$ cat config.mk
export PLATFORM = sky130hd
export DESIGN_NAME = polyline_arc_length_resampler_core
export DESIGN_NICKNAME = d
export VERILOG_FILES = /design/src/arl_pkg.sv /design/src/arl_seglen.sv /design/src/arl_div.sv /design/src/arl_lerp.sv /design/src/polyline_arc_length_resampler_core.sv
export SDC_FILE = /design/constraint.sdc
export NUM_CORES = 2
export LEC_CHECK = 0
export BUFFER_PORTS_ARGS = -buffer_cell sky130_fd_sc_hd__buf_2
export CAP_MARGIN = 10
export CORE_MARGIN = 5
export CORE_UTILIZATION = 25
export DETAILED_ROUTE_END_ITERATION = 12
export MAX_ROUTING_LAYER = met4
export SLEW_MARGIN = 10
export SYNTH_ARGS = -nofsm -noshare
export SYNTH_HDL_FRONTEND = slang
export SYNTH_SLANG_ARGS = --single-unit
$ cat constraint.sdc
create_clock -name i_clk -period 15.8 [get_ports i_clk]
set_clock_uncertainty 0.05 [all_clocks]
set_input_delay 2.37 -clock i_clk [delete_from_list [all_inputs] [get_ports i_clk]]
set_output_delay 2.37 -clock i_clk [all_outputs]
set_load 0.05 [all_outputs]
$ cat src/arl_pkg.sv
// Types and fixed constants of the arc-length resampler.
// Depends on nothing; used by arl_seglen, arl_div, arl_lerp and the resampler core.
package arl_pkg;

    localparam int COORD_W   = 32;
    localparam int SPACING_W = 31;
    localparam int MAG_W     = COORD_W + 1;     // |cur - prev|
    localparam int SQ_W      = 2 * MAG_W;       // sum of three squares fits
    localparam int ROOT_W    = MAG_W;           // floor sqrt of SQ_W bits
    localparam int WFRAC     = 30;              // fraction bits of the weight
    localparam int ACC_W     = MAG_W + WFRAC;

    localparam logic [SPACING_W-1:0] SPACING_RESET = SPACING_W'(65536);

    typedef logic [COORD_W-1:0] t_coord;
    typedef logic [MAG_W-1:0]   t_mag;

    // Handshake-free status of an iterative unit.
    typedef struct packed {
        logic busy;
        logic done;
    } t_unit_stat;

endpackage

$ cat src/arl_seglen.sv
// Segment length unit: bit-serial sum of squares, then a digit-by-digit square root.
// Depends on arl_pkg.
module arl_seglen (
    input  logic                            i_clk,
    input  logic                            i_rst_n,
    input  logic                            i_start,
    input  arl_pkg::t_mag                   i_mag_x,
    input  arl_pkg::t_mag                   i_mag_y,
    input  arl_pkg::t_mag                   i_mag_z,
    output arl_pkg::t_unit_stat             o_stat,
    output logic [arl_pkg::ROOT_W-1:0]      o_len
);
    localparam int RW   = arl_pkg::ROOT_W + 3;
    localparam int CNTW = $clog2(arl_pkg::MAG_W + 1);

    arl_pkg::t_mag                  r_mx, r_my, r_mz;
    arl_pkg::t_mag                  r_bx, r_by, r_bz;
    logic [arl_pkg::SQ_W-1:0]       r_sq;
    logic [RW-1:0]                  r_rem;
    logic [arl_pkg::ROOT_W-1:0]     r_root;
    logic [CNTW-1:0]                r_cnt;
    logic                           r_busy;
    logic                           r_phase;

    logic [arl_pkg::SQ_W-1:0] n_sq;
    logic [RW-1:0]            n_trial, n_t;
    logic                     n_ge;

    always_comb begin
        n_sq = (r_sq << 1)
             + (r_bx[arl_pkg::MAG_W-1] ? arl_pkg::SQ_W'(r_mx) : '0)
             + (r_by[arl_pkg::MAG_W-1] ? arl_pkg::SQ_W'(r_my) : '0)
             + (r_bz[arl_pkg::MAG_W-1] ? arl_pkg::SQ_W'(r_mz) : '0);
        n_t     = {r_rem[RW-3:0], r_sq[arl_pkg::SQ_W-1 -: 2]};
        n_trial = {1'b0, r_root, 2'b01};
        n_ge    = (n_t >= n_trial);
    end

    always_ff @(posedge i_clk) begin
        if (!i_rst_n) begin
            r_busy  <= 1'b0;
            r_phase <= 1'b0;
            r_cnt   <= '0;
        end else if (i_start) begin
            r_busy  <= 1'b1;
            r_phase <= 1'b0;
            r_cnt   <= CNTW'(arl_pkg::MAG_W);
            r_mx <= i_mag_x; r_my <= i_mag_y; r_mz <= i_mag_z;
            r_bx <= i_mag_x; r_by <= i_mag_y; r_bz <= i_mag_z;
            r_sq <= '0;
        end else if (r_busy) begin
            if (!r_phase) begin
                r_sq <= n_sq;
                r_bx <= r_bx << 1;
                r_by <= r_by << 1;
                r_bz <= r_bz << 1;
                if (r_cnt == CNTW'(1)) begin
                    r_phase <= 1'b1;
                    r_cnt   <= CNTW'(arl_pkg::ROOT_W);
                    r_rem   <= '0;
                    r_root  <= '0;
                end else begin
                    r_cnt <= r_cnt - CNTW'(1);
                end
            end else begin
                r_rem  <= n_ge ? (n_t - n_trial) : n_t;
                r_root <= {r_root[arl_pkg::ROOT_W-2:0], n_ge};
                r_sq   <= r_sq << 2;
                r_cnt  <= r_cnt - CNTW'(1);
                if (r_cnt == CNTW'(1)) begin
                    r_busy <= 1'b0;
                end
            end
        end
    end

    assign o_stat.busy = r_busy;
    assign o_stat.done = r_busy && r_phase && (r_cnt == CNTW'(1));
    assign o_len       = r_root;

endmodule

$ cat src/arl_div.sv
// Restoring divider, one quotient bit per cycle, with a preset starting remainder.
// Depends on arl_pkg.
module arl_div #(
    parameter int W = 48
) (
    input  logic                        i_clk,
    input  logic                        i_rst_n,
    input  logic                        i_load,
    input  logic [W-1:0]                i_rem0,
    input  logic [W-1:0]                i_num,
    input  logic [W-1:0]                i_den,
    input  logic [$clog2(W+1)-1:0]      i_steps,
    output arl_pkg::t_unit_stat         o_stat,
    output logic                        o_step,
    output logic                        o_qbit,
    output logic [W-1:0]                o_quo,
    output logic [W-1:0]                o_rem
);
    localparam int CNTW = $clog2(W + 1);

    logic [W-1:0]    r_rem, r_num, r_den, r_quo;
    logic [CNTW-1:0] r_cnt;

    logic [W:0] n_t;
    logic       n_ge;

    always_comb begin
        n_t  = {r_rem, r_num[W-1]};
        n_ge = (n_t >= {1'b0, r_den});
    end

    always_ff @(posedge i_clk) begin
        if (!i_rst_n) begin
            r_cnt <= '0;
        end else if (i_load) begin
            r_cnt <= i_steps;
            r_rem <= i_rem0;
            r_num <= i_num;
            r_den <= i_den;
            r_quo <= '0;
        end else if (r_cnt != '0) begin
            r_cnt <= r_cnt - CNTW'(1);
            r_rem <= n_ge ? W'(n_t - {1'b0, r_den}) : W'(n_t);
            r_num <= r_num << 1;
            r_quo <= {r_quo[W-2:0], n_ge};
        end
    end

    assign o_stat.busy = (r_cnt != '0);
    assign o_stat.done = (r_cnt == CNTW'(1));
    assign o_step      = (r_cnt != '0);
    assign o_qbit      = n_ge;
    assign o_quo       = r_quo;
    assign o_rem       = r_rem;

endmodule

$ cat src/arl_lerp.sv
// Interpolator: three Horner accumulators fed by the weight bits, most significant first.
// Depends on arl_pkg.
module arl_lerp (
    input  logic                i_clk,
    input  logic                i_clr,
    input  logic                i_step,
    input  logic                i_qbit,
    input  arl_pkg::t_mag       i_mag  [3],
    input  logic                i_neg  [3],
    input  arl_pkg::t_coord     i_base [3],
    output arl_pkg::t_coord     o_pt   [3]
);
    localparam int AW = arl_pkg::ACC_W;
    localparam int CW = arl_pkg::COORD_W;

    logic [AW-1:0] r_acc [3];

    always_ff @(posedge i_clk) begin
        for (int a = 0; a < 3; a++) begin
            if (i_clr) begin
                r_acc[a] <= '0;
            end else if (i_step) begin
                r_acc[a] <= (r_acc[a] << 1) + (i_qbit ? AW'(i_mag[a]) : '0);
            end
        end
    end

    always_comb begin
        logic [AW-1:0]   rnd;
        logic [CW+1:0]   off;
        logic [CW+1:0]   base;
        for (int a = 0; a < 3; a++) begin
            rnd  = r_acc[a] + (AW'(1) << (arl_pkg::WFRAC - 1));
            off  = (CW + 2)'(rnd >> arl_pkg::WFRAC);
            base = {{2{i_base[a][CW-1]}}, i_base[a]};
            o_pt[a] = CW'(i_neg[a] ? (base - off) : (base + off));
        end
    end

endmodule

$ cat src/polyline_arc_length_resampler_core.sv
// Uniform arc-length resampler for 3-D polylines, signed Q15.16 coordinates.
// Depends on arl_pkg, arl_seglen, arl_div and arl_lerp.
//
// Usage. Vertices enter on the input channel (i_in_valid / o_in_ready) as one
// transaction each; i_first_point starts a new curve. Samples leave on the output
// channel (o_out_valid / i_out_ready), one transaction per sample, with
// o_last_of_run on the final sample of a vertex and o_run_truncated on every
// sample of a segment that held more than MAX_SAMPLES_PER_SEGMENT samples.
// i_cfg_we writes the sample spacing; zero selects pass-through.
// Flow. The block handles one vertex at a time. A curve start passes ST_DECIDE;
// a pass-through vertex goes on to ST_PASS. A segment computes its squares and
// square root in the length unit (ST_LEN), then ST_ACC and ST_CHK, then the
// serial divider counts the samples with LENGTH_WIDTH quotient bits, then a
// planning step, then per sample 30 weight bits from the same divider, fed at
// once into the interpolator, and the load of the output register. ST_FIN
// closes the segment; a segment without samples skips the divider.
// Reset clears the previous vertex, both arc lengths and the curve flag, and
// sets the spacing to 1.0. When the receiver stalls, the pending sample waits
// in the output register and the next sample waits in its emit step.
module polyline_arc_length_resampler_core #(
    parameter int MAX_SAMPLES_PER_SEGMENT = 64,
    parameter int LENGTH_WIDTH            = 48
) (
    input  logic                                i_clk,
    input  logic                                i_rst_n,
    input  logic                                i_cfg_we,
    input  logic [arl_pkg::SPACING_W-1:0]       i_cfg_data,
    input  logic                                i_in_valid,
    output logic                                o_in_ready,
    input  logic signed [arl_pkg::COORD_W-1:0]  i_point_x,
    input  logic signed [arl_pkg::COORD_W-1:0]  i_point_y,
    input  logic signed [arl_pkg::COORD_W-1:0]  i_point_z,
    input  logic                                i_first_point,
    output logic                                o_out_valid,
    input  logic                                i_out_ready,
    output logic signed [arl_pkg::COORD_W-1:0]  o_sample_x,
    output logic signed [arl_pkg::COORD_W-1:0]  o_sample_y,
    output logic signed [arl_pkg::COORD_W-1:0]  o_sample_z,
    output logic                                o_last_of_run,
    output logic                                o_run_truncated
);
    localparam int LW   = LENGTH_WIDTH;
    localparam int SW   = ((LW > arl_pkg::ROOT_W) ? LW : arl_pkg::ROOT_W) + 1;
    localparam int CW   = $clog2(MAX_SAMPLES_PER_SEGMENT + 1);
    localparam int DCW  = $clog2(LW + 1);
    localparam logic [SW-1:0] LEN_MAX_X = {{(SW - LW){1'b0}}, {LW{1'b1}}};
    localparam logic [LW-1:0] LEN_MAX   = {LW{1'b1}};

    typedef enum logic [3:0] {
        ST_IDLE, ST_DECIDE, ST_PASS, ST_LEN, ST_ACC, ST_CHK,
        ST_KDIV, ST_PLAN, ST_WDIV, ST_EMIT, ST_FIN
    } t_state;

    t_state                         r_state;
    logic [arl_pkg::SPACING_W-1:0]  r_spacing;
    arl_pkg::t_coord                r_cur  [3];
    arl_pkg::t_coord                r_prev [3];
    logic                           r_first;
    logic                           r_started;
    logic [LW-1:0]                  r_lsf, r_nsp, r_next_len, r_nsp_new, r_off;
    logic                           r_hit, r_trunc;
    logic [CW-1:0]                  r_cnt;
    arl_pkg::t_mag                  r_mag [3];
    logic                           r_neg [3];

    logic                           r_out_valid, r_out_last, r_out_trunc;
    arl_pkg::t_coord                r_out [3];

    // Unit wiring.
    arl_pkg::t_unit_stat            seg_stat, div_stat;
    logic [arl_pkg::ROOT_W-1:0]     seg_len;
    logic                           seg_start;
    logic                           div_load, div_step, div_qbit;
    logic [LW-1:0]                  div_rem0, div_num, div_den, div_quo, div_rem;
    logic [DCW-1:0]                 div_steps;
    logic                           lerp_clr;
    arl_pkg::t_coord                lerp_pt [3];

    // Combinational helpers.
    arl_pkg::t_mag                  n_mag [3];
    logic                           n_neg [3];
    logic [arl_pkg::MAG_W-1:0]      n_d;
    logic [SW-1:0]                  n_sum;
    logic [LW-1:0]                  n_span;
    logic [LW:0]                    n_k;
    logic                           n_over;
    logic [LW-1:0]                  n_adj;
    logic [LW:0]                    n_nsp_sum;
    logic                           out_free;
    logic                           out_load;

    assign out_free = !r_out_valid || i_out_ready;
    // The output register takes a new sample in this cycle.
    assign out_load = out_free && ((r_state == ST_PASS) || (r_state == ST_EMIT));

    always_comb begin
        for (int a = 0; a < 3; a++) begin
            n_d      = {r_cur[a][arl_pkg::COORD_W-1], r_cur[a]}
                     - {r_prev[a][arl_pkg::COORD_W-1], r_prev[a]};
            n_neg[a] = n_d[arl_pkg::MAG_W-1];
            n_mag[a] = n_neg[a] ? (~n_d + arl_pkg::MAG_W'(1)) : n_d;
        end
        n_sum     = SW'(r_lsf) + SW'(seg_len);
        n_span    = r_next_len - r_lsf;
        n_k       = {1'b0, div_quo} + (LW + 1)'(div_rem != '0);
        n_over    = n_k > (LW + 1)'(MAX_SAMPLES_PER_SEGMENT);
        n_adj     = (div_rem != '0) ? (LW'(r_spacing) - div_rem) : '0;
        n_nsp_sum = {1'b0, r_next_len} + {1'b0, n_adj};
    end

    // Divider use: the sample count in ST_CHK, the weight of each sample later.
    always_comb begin
        seg_start = (r_state == ST_DECIDE) && (r_spacing != '0)
                 && !r_first && r_started;
        div_load  = 1'b0;
        div_rem0  = '0;
        div_num   = '0;
        div_den   = n_span;
        div_steps = DCW'(arl_pkg::WFRAC);
        lerp_clr  = 1'b0;
        unique case (r_state)
            ST_CHK: begin
                div_load  = (n_span != '0) && (r_nsp < r_next_len);
                div_num   = r_next_len - r_nsp;
                div_den   = LW'(r_spacing);
                div_steps = DCW'(LW);
            end
            ST_PLAN: begin
                div_load = 1'b1;
                div_rem0 = r_nsp - r_lsf;
                lerp_clr = 1'b1;
            end
            ST_EMIT: begin
                div_load = out_free && (r_cnt != CW'(1));
                div_rem0 = r_off + LW'(r_spacing);
                lerp_clr = div_load;
            end
            default: begin
            end
        endcase
    end

    arl_seglen u_seglen (
        .i_clk   (i_clk),
        .i_rst_n (i_rst_n),
        .i_start (seg_start),
        .i_mag_x (n_mag[0]),
        .i_mag_y (n_mag[1]),
        .i_mag_z (n_mag[2]),
        .o_stat  (seg_stat),
        .o_len   (seg_len)
    );

    arl_div #(.W(LW)) u_div (
        .i_clk   (i_clk),
        .i_rst_n (i_rst_n),
        .i_load  (div_load),
        .i_rem0  (div_rem0),
        .i_num   (div_num),
        .i_den   (div_den),
        .i_steps (div_steps),
        .o_stat  (div_stat),
        .o_step  (div_step),
        .o_qbit  (div_qbit),
        .o_quo   (div_quo),
        .o_rem   (div_rem)
    );

    arl_lerp u_lerp (
        .i_clk  (i_clk),
        .i_clr  (lerp_clr),
        .i_step (div_step && (r_state == ST_WDIV)),
        .i_qbit (div_qbit),
        .i_mag  (r_mag),
        .i_neg  (r_neg),
        .i_base (r_prev),
        .o_pt   (lerp_pt)
    );

    always_ff @(posedge i_clk) begin
        if (!i_rst_n) begin
            r_state     <= ST_IDLE;
            r_spacing   <= arl_pkg::SPACING_RESET;
            r_started   <= 1'b0;
            r_lsf       <= '0;
            r_nsp       <= '0;
            r_out_valid <= 1'b0;
            for (int a = 0; a < 3; a++) begin
                r_prev[a] <= '0;
            end
        end else begin
            if (i_cfg_we) begin
                r_spacing <= i_cfg_data;
            end
            if (out_load) begin
                r_out_valid <= 1'b1;
            end else if (i_out_ready) begin
                r_out_valid <= 1'b0;
            end
            unique case (r_state)
                ST_IDLE: begin
                    if (i_in_valid) begin
                        r_cur[0] <= i_point_x;
                        r_cur[1] <= i_point_y;
                        r_cur[2] <= i_point_z;
                        r_first  <= i_first_point;
                        r_state  <= ST_DECIDE;
                    end
                end
                ST_DECIDE: begin
                    if (r_spacing == '0) begin
                        r_state <= ST_PASS;
                    end else if (r_first || !r_started) begin
                        r_prev    <= r_cur;
                        r_lsf     <= '0;
                        r_nsp     <= '0;
                        r_started <= 1'b1;
                        r_state   <= ST_IDLE;
                    end else begin
                        r_mag   <= n_mag;
                        r_neg   <= n_neg;
                        r_state <= ST_LEN;
                    end
                end
                ST_PASS: begin
                    if (out_free) begin
                        r_out       <= r_cur;
                        r_out_last  <= 1'b1;
                        r_out_trunc <= 1'b0;
                        r_prev      <= r_cur;
                        r_lsf       <= '0;
                        r_nsp       <= '0;
                        r_started   <= 1'b1;
                        r_state     <= ST_IDLE;
                    end
                end
                ST_LEN: begin
                    if (seg_stat.done) begin
                        r_state <= ST_ACC;
                    end
                end
                ST_ACC: begin
                    // Arc length at the segment end, saturated.
                    r_next_len <= (n_sum > LEN_MAX_X) ? LEN_MAX : LW'(n_sum);
                    r_state    <= ST_CHK;
                end
                ST_CHK: begin
                    r_hit   <= div_load;
                    r_state <= div_load ? ST_KDIV : ST_FIN;
                end
                ST_KDIV: begin
                    if (div_stat.done) begin
                        r_state <= ST_PLAN;
                    end
                end
                ST_PLAN: begin
                    r_trunc   <= n_over;
                    r_cnt     <= n_over ? CW'(MAX_SAMPLES_PER_SEGMENT) : CW'(n_k);
                    r_nsp_new <= n_nsp_sum[LW] ? LEN_MAX : n_nsp_sum[LW-1:0];
                    r_off     <= div_rem0;
                    r_state   <= ST_WDIV;
                end
                ST_WDIV: begin
                    if (div_stat.done) begin
                        r_state <= ST_EMIT;
                    end
                end
                ST_EMIT: begin
                    if (out_free) begin
                        r_out       <= lerp_pt;
                        r_out_last  <= (r_cnt == CW'(1));
                        r_out_trunc <= r_trunc;
                        r_cnt       <= r_cnt - CW'(1);
                        r_off       <= div_rem0;
                        r_state     <= (r_cnt == CW'(1)) ? ST_FIN : ST_WDIV;
                    end
                end
                ST_FIN: begin
                    r_prev  <= r_cur;
                    r_lsf   <= r_next_len;
                    if (r_hit) begin
                        r_nsp <= r_nsp_new;
                    end
                    r_state <= ST_IDLE;
                end
                default: begin
                    r_state <= ST_IDLE;
                end
            endcase
        end
    end

    assign o_in_ready      = (r_state == ST_IDLE);
    assign o_out_valid     = r_out_valid;
    assign o_sample_x      = r_out[0];
    assign o_sample_y      = r_out[1];
    assign o_sample_z      = r_out[2];
    assign o_last_of_run   = r_out_last;
    assign o_run_truncated = r_out_trunc;

endmodule

---- Word level (Yosys, flattened, before mapping) ----
Memory sizes are Yosys's and may differ from the RTL's.
Cells that the tools add are included.
storage, ports and cells
  input port bits ......................... 133
  memories kept ........................... 1
  output and inout port bits .............. 100
  RAM bits ................................ 189
  word-level logic and storage cells ...... 270
  flip-flop bits (word level) ............. 1,216
memories
  name          words  width  rd ports  clocked after memory_dff  write ports  RTL line        RTL
  u_lerp.r_acc  3      63     3         0                         3            arl_lerp.sv:16  logic [AW-1:0] r_acc [3];
cells by class
  order comparisons ....................... 5
  equal/unequal tests ..................... 24
  bitwise logic cells ..................... 10
  muxes and demuxes ....................... 100
  reduce and logical (&&, ||, !) cells .... 47
  add/sub/neg operators ................... 34
operator list
  kind                                             count
  2-to-1 mux 33 bit                                20
  2-to-1 mux 48 bit                                13
  2-to-1 mux 96 bit                                4
  one-hot mux 48 bit (3 select lines)              2
  one-hot mux 96 bit (3 select lines)              1
  adder 66 bit                                     3
  one-hot mux 48 bit (2 select lines)              2
  one-hot mux 96 bit (2 select lines)              1
  subtractor 48 bit                                4
  adder 63 bit                                     3
  2-to-1 mux 63 bit                                3
  adder 62 x 30 -> 62 bit (second input constant)  3
  2-to-1 mux 66 bit                                2
  2-to-1 mux 34 bit                                3
  adder 33 x 1 -> 33 bit (second input constant)   3
  NOT 33 bit                                       3
  subtractor 32 x 32 -> 33 bit                     3
  adder 32 bit                                     3
  2-to-1 mux 32 bit                                3
  nonzero test 48 bit                              2
  subtractor 32 bit                                3
  adder 48 x 1 -> 49 bit                           1
  adder 48 x 33 -> 49 bit                          1
  adder 48 x 48 -> 49 bit                          1
  other kinds (46)                                 133

---- Logic depth before layout (Yosys ltp) ----
  word-level depth ........................ 7
  depth in mapped cells ................... 31
  gate-level depth less buffers ........... 27

---- Modules after synthesis ----
A second synthesis with hierarchy kept.
unflattened totals
  cells, all modules ...................... 11,332
  area total of the unflattened synthesis .. 103,377.9 um^2
modules (own cells, without submodules)
  module                              area an instance (um^2)  seq. area each (um^2)  instances  cells an instance
  polyline_arc_length_resampler_core  50,046.7                 18,097.4               1          5,835
  arl_lerp                            22,569.1                 5,585.4                1          2,740
  arl_seglen                          19,518.7                 10,099.7               1          1,731
  arl_div                             11,243.3                 5,885.6                1          1,026

---- Least setup slack after synthesis ----
No wires, ideal clock.
  path type ............................... input -> register
  start point ............................. input port i_rst_n
  end point ............................... register r_out_last (netlist: o_last_of_run), enable pin
  buffers on the path ..................... 2
  slack ................................... 2.672 ns
  arrival time ............................ 12.283 ns
  cell stages on the path ................. 4
  path through ............................ clkbuf_1 -> inv_2 -> clkbuf_1 -> nor4_1
between the ends
  word-level cells in the longest chain between the ends .. 1
RTL lines
  item                                  RTL line                                   RTL
  start, declared                       polyline_arc_length_resampler_core.sv:25   input logic i_rst_n,
  AND reduction 4 bit (no source line)  -
  end signal, assigned                  polyline_arc_length_resampler_core.sv:271  r_out_last <= (r_cnt == CW'(1));
  end, declared                         polyline_arc_length_resampler_core.sv:66   logic r_out_valid, r_out_last, r_out_trunc;
No other way between the ends.
A chain may end at the register's enable or synchronous reset.

==> out/metrics.cfg <==
[logic_synthesis]
syn_area_mm2 = 0.101
ys_seq_area_frac = 0.394
ys_warn_count = 0
muxShareOfSynthArea = 0.0272
synthAdderAreaFrac = 0.104
synth-xor-area-share = 0.0826
synth-async-reset-ratio = 0
synth-compound-area-share = 0.176
yosys.area.top_type_share = 0.346
synth_top_family_by_area = compound AO/OA/AOI/OAI gates
avgSynthCellArea_um2 = 9.19
synth_fp_nets = 11900
synthSimpleGateAreaFrac = 0.176
ys.flop_type = edfxtp_1
ys_ff_latch = 1402
synth_edf_count = 1159
yosysTopAreaCell = edfxtp_1
synth.distinct_cells = 109
syn-instance-count = 11000
synth_area_leaders = edfxtp_1 35%, ha_1 8.8%, dfxtp_1 4.8%, xnor2_1 4.7%, nand2_1 4.5%

[drt]
drt_iter0_markers = 6985
final_antenna_net_count = 0
vias = 81500
drt-wirelength-per-cell_um = 18.6
drt_pass1_iterations = 6
vias_per_cell = 4.96
drt-total-wl_um = 305000
drc = 0

[global_routing]
antenna_found_initial = 22
grt-ovfl-total = 0
grt_first_pass_wirelength_um = 463000
grt_max_degree = 152
grt_pass1_vias = 76700
grt_usage = 0.144

[worst_setup_path]
critPathRequiredTime_ps = 16300
critPathMostFrequentCell = o21ai_0
arrival_ps = 9460
critPathMaxFanout = 63
crit_path_start_kind = register
max_stage_delay_ps = 840
cp_top_family = compound AO/OA/AOI/OAI gates
critical_path_class = reg2reg
crit_slowest_cell = o32a_2
path_buf_inv = 1
end_kind = register

[floorplanning]
fp.dieW_um = 644
die-area_mm2 = 0.415
fp.dieH_um = 644
rows = 233
core_area_mm2 = 0.402
start_util = 0.250
ios = 233

[placement]
dp_cells = 16100
place_area_mm2 = 0.108
hpwl_um = 229000
gp_congestion = 0.910
io_buffers = 232

[timing]
final_hold_viol_count = 0
setup_viol = 0
slew_headroom = 0.200
slew_viol_final = 0
rsz0062_at_grt = no
tns_ps = 0
fin_crit_sh = 0.567
worst_slew_pin_slew_ps = 1190
fmax_mhz = 112
min_period_ps = 8950

[power_and_ir_drop]
peakVddDrop_mv = 0.0961
power_mw = 13.3
power.density_mw_per_mm2 = 117
p_leak_nw = 44.0

[min_path]
hold_class = reg2reg

[finish]
fill_cells = 42300
layout_common_cells = 1209 x nand2_1, 1159 x edfxtp_1, 907 x nor2_1
design_area_mm2 = 0.113
final_common_cell = nand2_1
drive_above_1_share = 0.0749
areaGrowthSynthToFinish_pct = 12.6
instances_no_fill = 16400
nNetsFinal = 11900

[clock_network]
cts_resized = 0
cts_buffer_depth = 4
ctsHoldBuffers = 0
post_cts_buffers = 0
cts.htree.levels = 4
clkLatencyLatePin_ps = 850
cts.sinks = 1402
tritoncts = built
path_clk_slew_ps = 70
cts-root-buf = clkbuf_16
cts_buffers = 169

[run_status]
status = completed

[job]
drv_cap = 0

per-stage QoR:
stage / worst slack (ps) / hold WS, ps / util
global route: 6290 / 446 / 0.282
detailed placement: 6800 / 419 / 0.268
finish: 6850 / 430 / 0.282
CTS: 6780 / 427 / 0.282
global placement: 6990 / 412 / 0.268
floorplan: 2670 / 399 / -
Yosys cell counts (all sizes together) (32+ instances only):
cell type	instances
nor2b	115
nor2	915
and2	219
a31oi	149
or2	38
o21a	110
nand2	1213
mux2	137
fa	83
a21oi	885
a211oi	80
ha	705
nor4	84
o21bai	70
a22oi	53
o31ai	49
and4	32
or3	76
o22ai	43
nand2b	128
inv	623
mux2i	119
nand4	144
a21o	393
nand3	311
a31o	38
xnor2	541
nor3	207
clkbuf	366
buf	62
edfxtp	1159
dfxtp	243
and3	128
xor2	408
o21ai	553
o211ai	66
worst register-to-register path: stages (launching register included):
cell	delay, ps
edfxtp_1	420
ha_1	420
and4_1	260
nand4_1	100
a211oi_1	290
o21ai_0	280
o31ai_1	690
a21oi_1	280
o21ba_2	310
o21ai_0	320
o32a_2	840
buf_4	680
and2_1	300
ha_1	180
fa_1	210
a21o_1	120
a21oi_1	100
o21ai_0	410
a21o_1	180
a31oi_1	140
o31a_1	320
o21a_1	230
o211ai_1	360
nand3_1	540
nor4_1	430
xnor2_1	170
nor2_1	50
metal layers:
| metal | vias up | wire length (um) | GRT usage | part of all wire |
|---|---|---|---|---|
| met4 | 0 | 7040 | 0.0312 | 0.023 |
| met3 | 378 | 18400 | 0.0171 | 0.060 |
| li1 | 39700 | - | - | - |
| met5 | - | 0 | - | 0 |
| met2 | 2372 | 136000 | 0.222 | 0.44 |
| met1 | 39000 | 144000 | 0.201 | 0.47 |
final cells by class:
cell class	count	area, um^2	share of cell area
Antenna cell	5	12.5	0.000110
Clock buffer	212	4590	0.0405
Clock inverter	88	1070	0.00942
Inverter	623	2350	0.0207
Multi-Input combinational cell	8504	57200	0.505
Sequential cell	1402	39700	0.350
Tap cell	5287	6620	0.0584
Timing Repair Buffer	317	1820	0.0161
final timing paths:
path                         from                  end  slack, ps  cells after the start
setup / recovery  u_div.o_rem[11]  u_lerp.r_acc[0][59]       6850                     26
hold / removal         r_prev[17]           r_prev[17]        430                      2
setup reg to reg  u_div.o_rem[11]  u_lerp.r_acc[0][59]       6850                     26
hold reg to reg        r_prev[17]           r_prev[17]        430                      2
kinds of logic (layout without fill, tap and decap cells):
group | Yosys count | in the layout
AND/OR/NAND/NOR | 3722 | 3722
AO/OA/AOI/OAI | 2788 | 2788
flip-flops | 1402 | 1402
buffers and inverters | 1051 | 1240
XOR/XNOR | 949 | 949
adder cells (fa/ha/maj) | 789 | 789
multiplexers | 256 | 256
other | 0 | 5
flip-flops by register name, indices dropped and copies added, names as in the netlist, 33 cells and up:
register        count
u_seglen.r_rem     34
r_nsp_new          48
u_div.r_den        48
r_lsf              48
r_nsp              48
u_seglen.r_bz      33
u_seglen.r_mz      33
u_seglen.o_len     33
u_seglen.r_sq      66
u_div.o_rem        48
u_seglen.r_mx      33
u_seglen.r_bx      33
u_lerp.r_acc      186
u_seglen.r_my      33
r_off              48
u_div.r_num        48
u_div.o_quo        48
r_cur              96
r_next_len         48
r_mag              99
u_seglen.r_by      33
r_prev             96
power breakdown:
part | total, mW | switching, mW | internal, mW
clock network | 4.12 | 1.69 | 2.42
logic | 4.53 | 2.75 | 1.78
registers | 4.62 | 0.203 | 4.42
total | 13.3 | 4.65 | 8.62
Power figures use the tool's default switching activity.
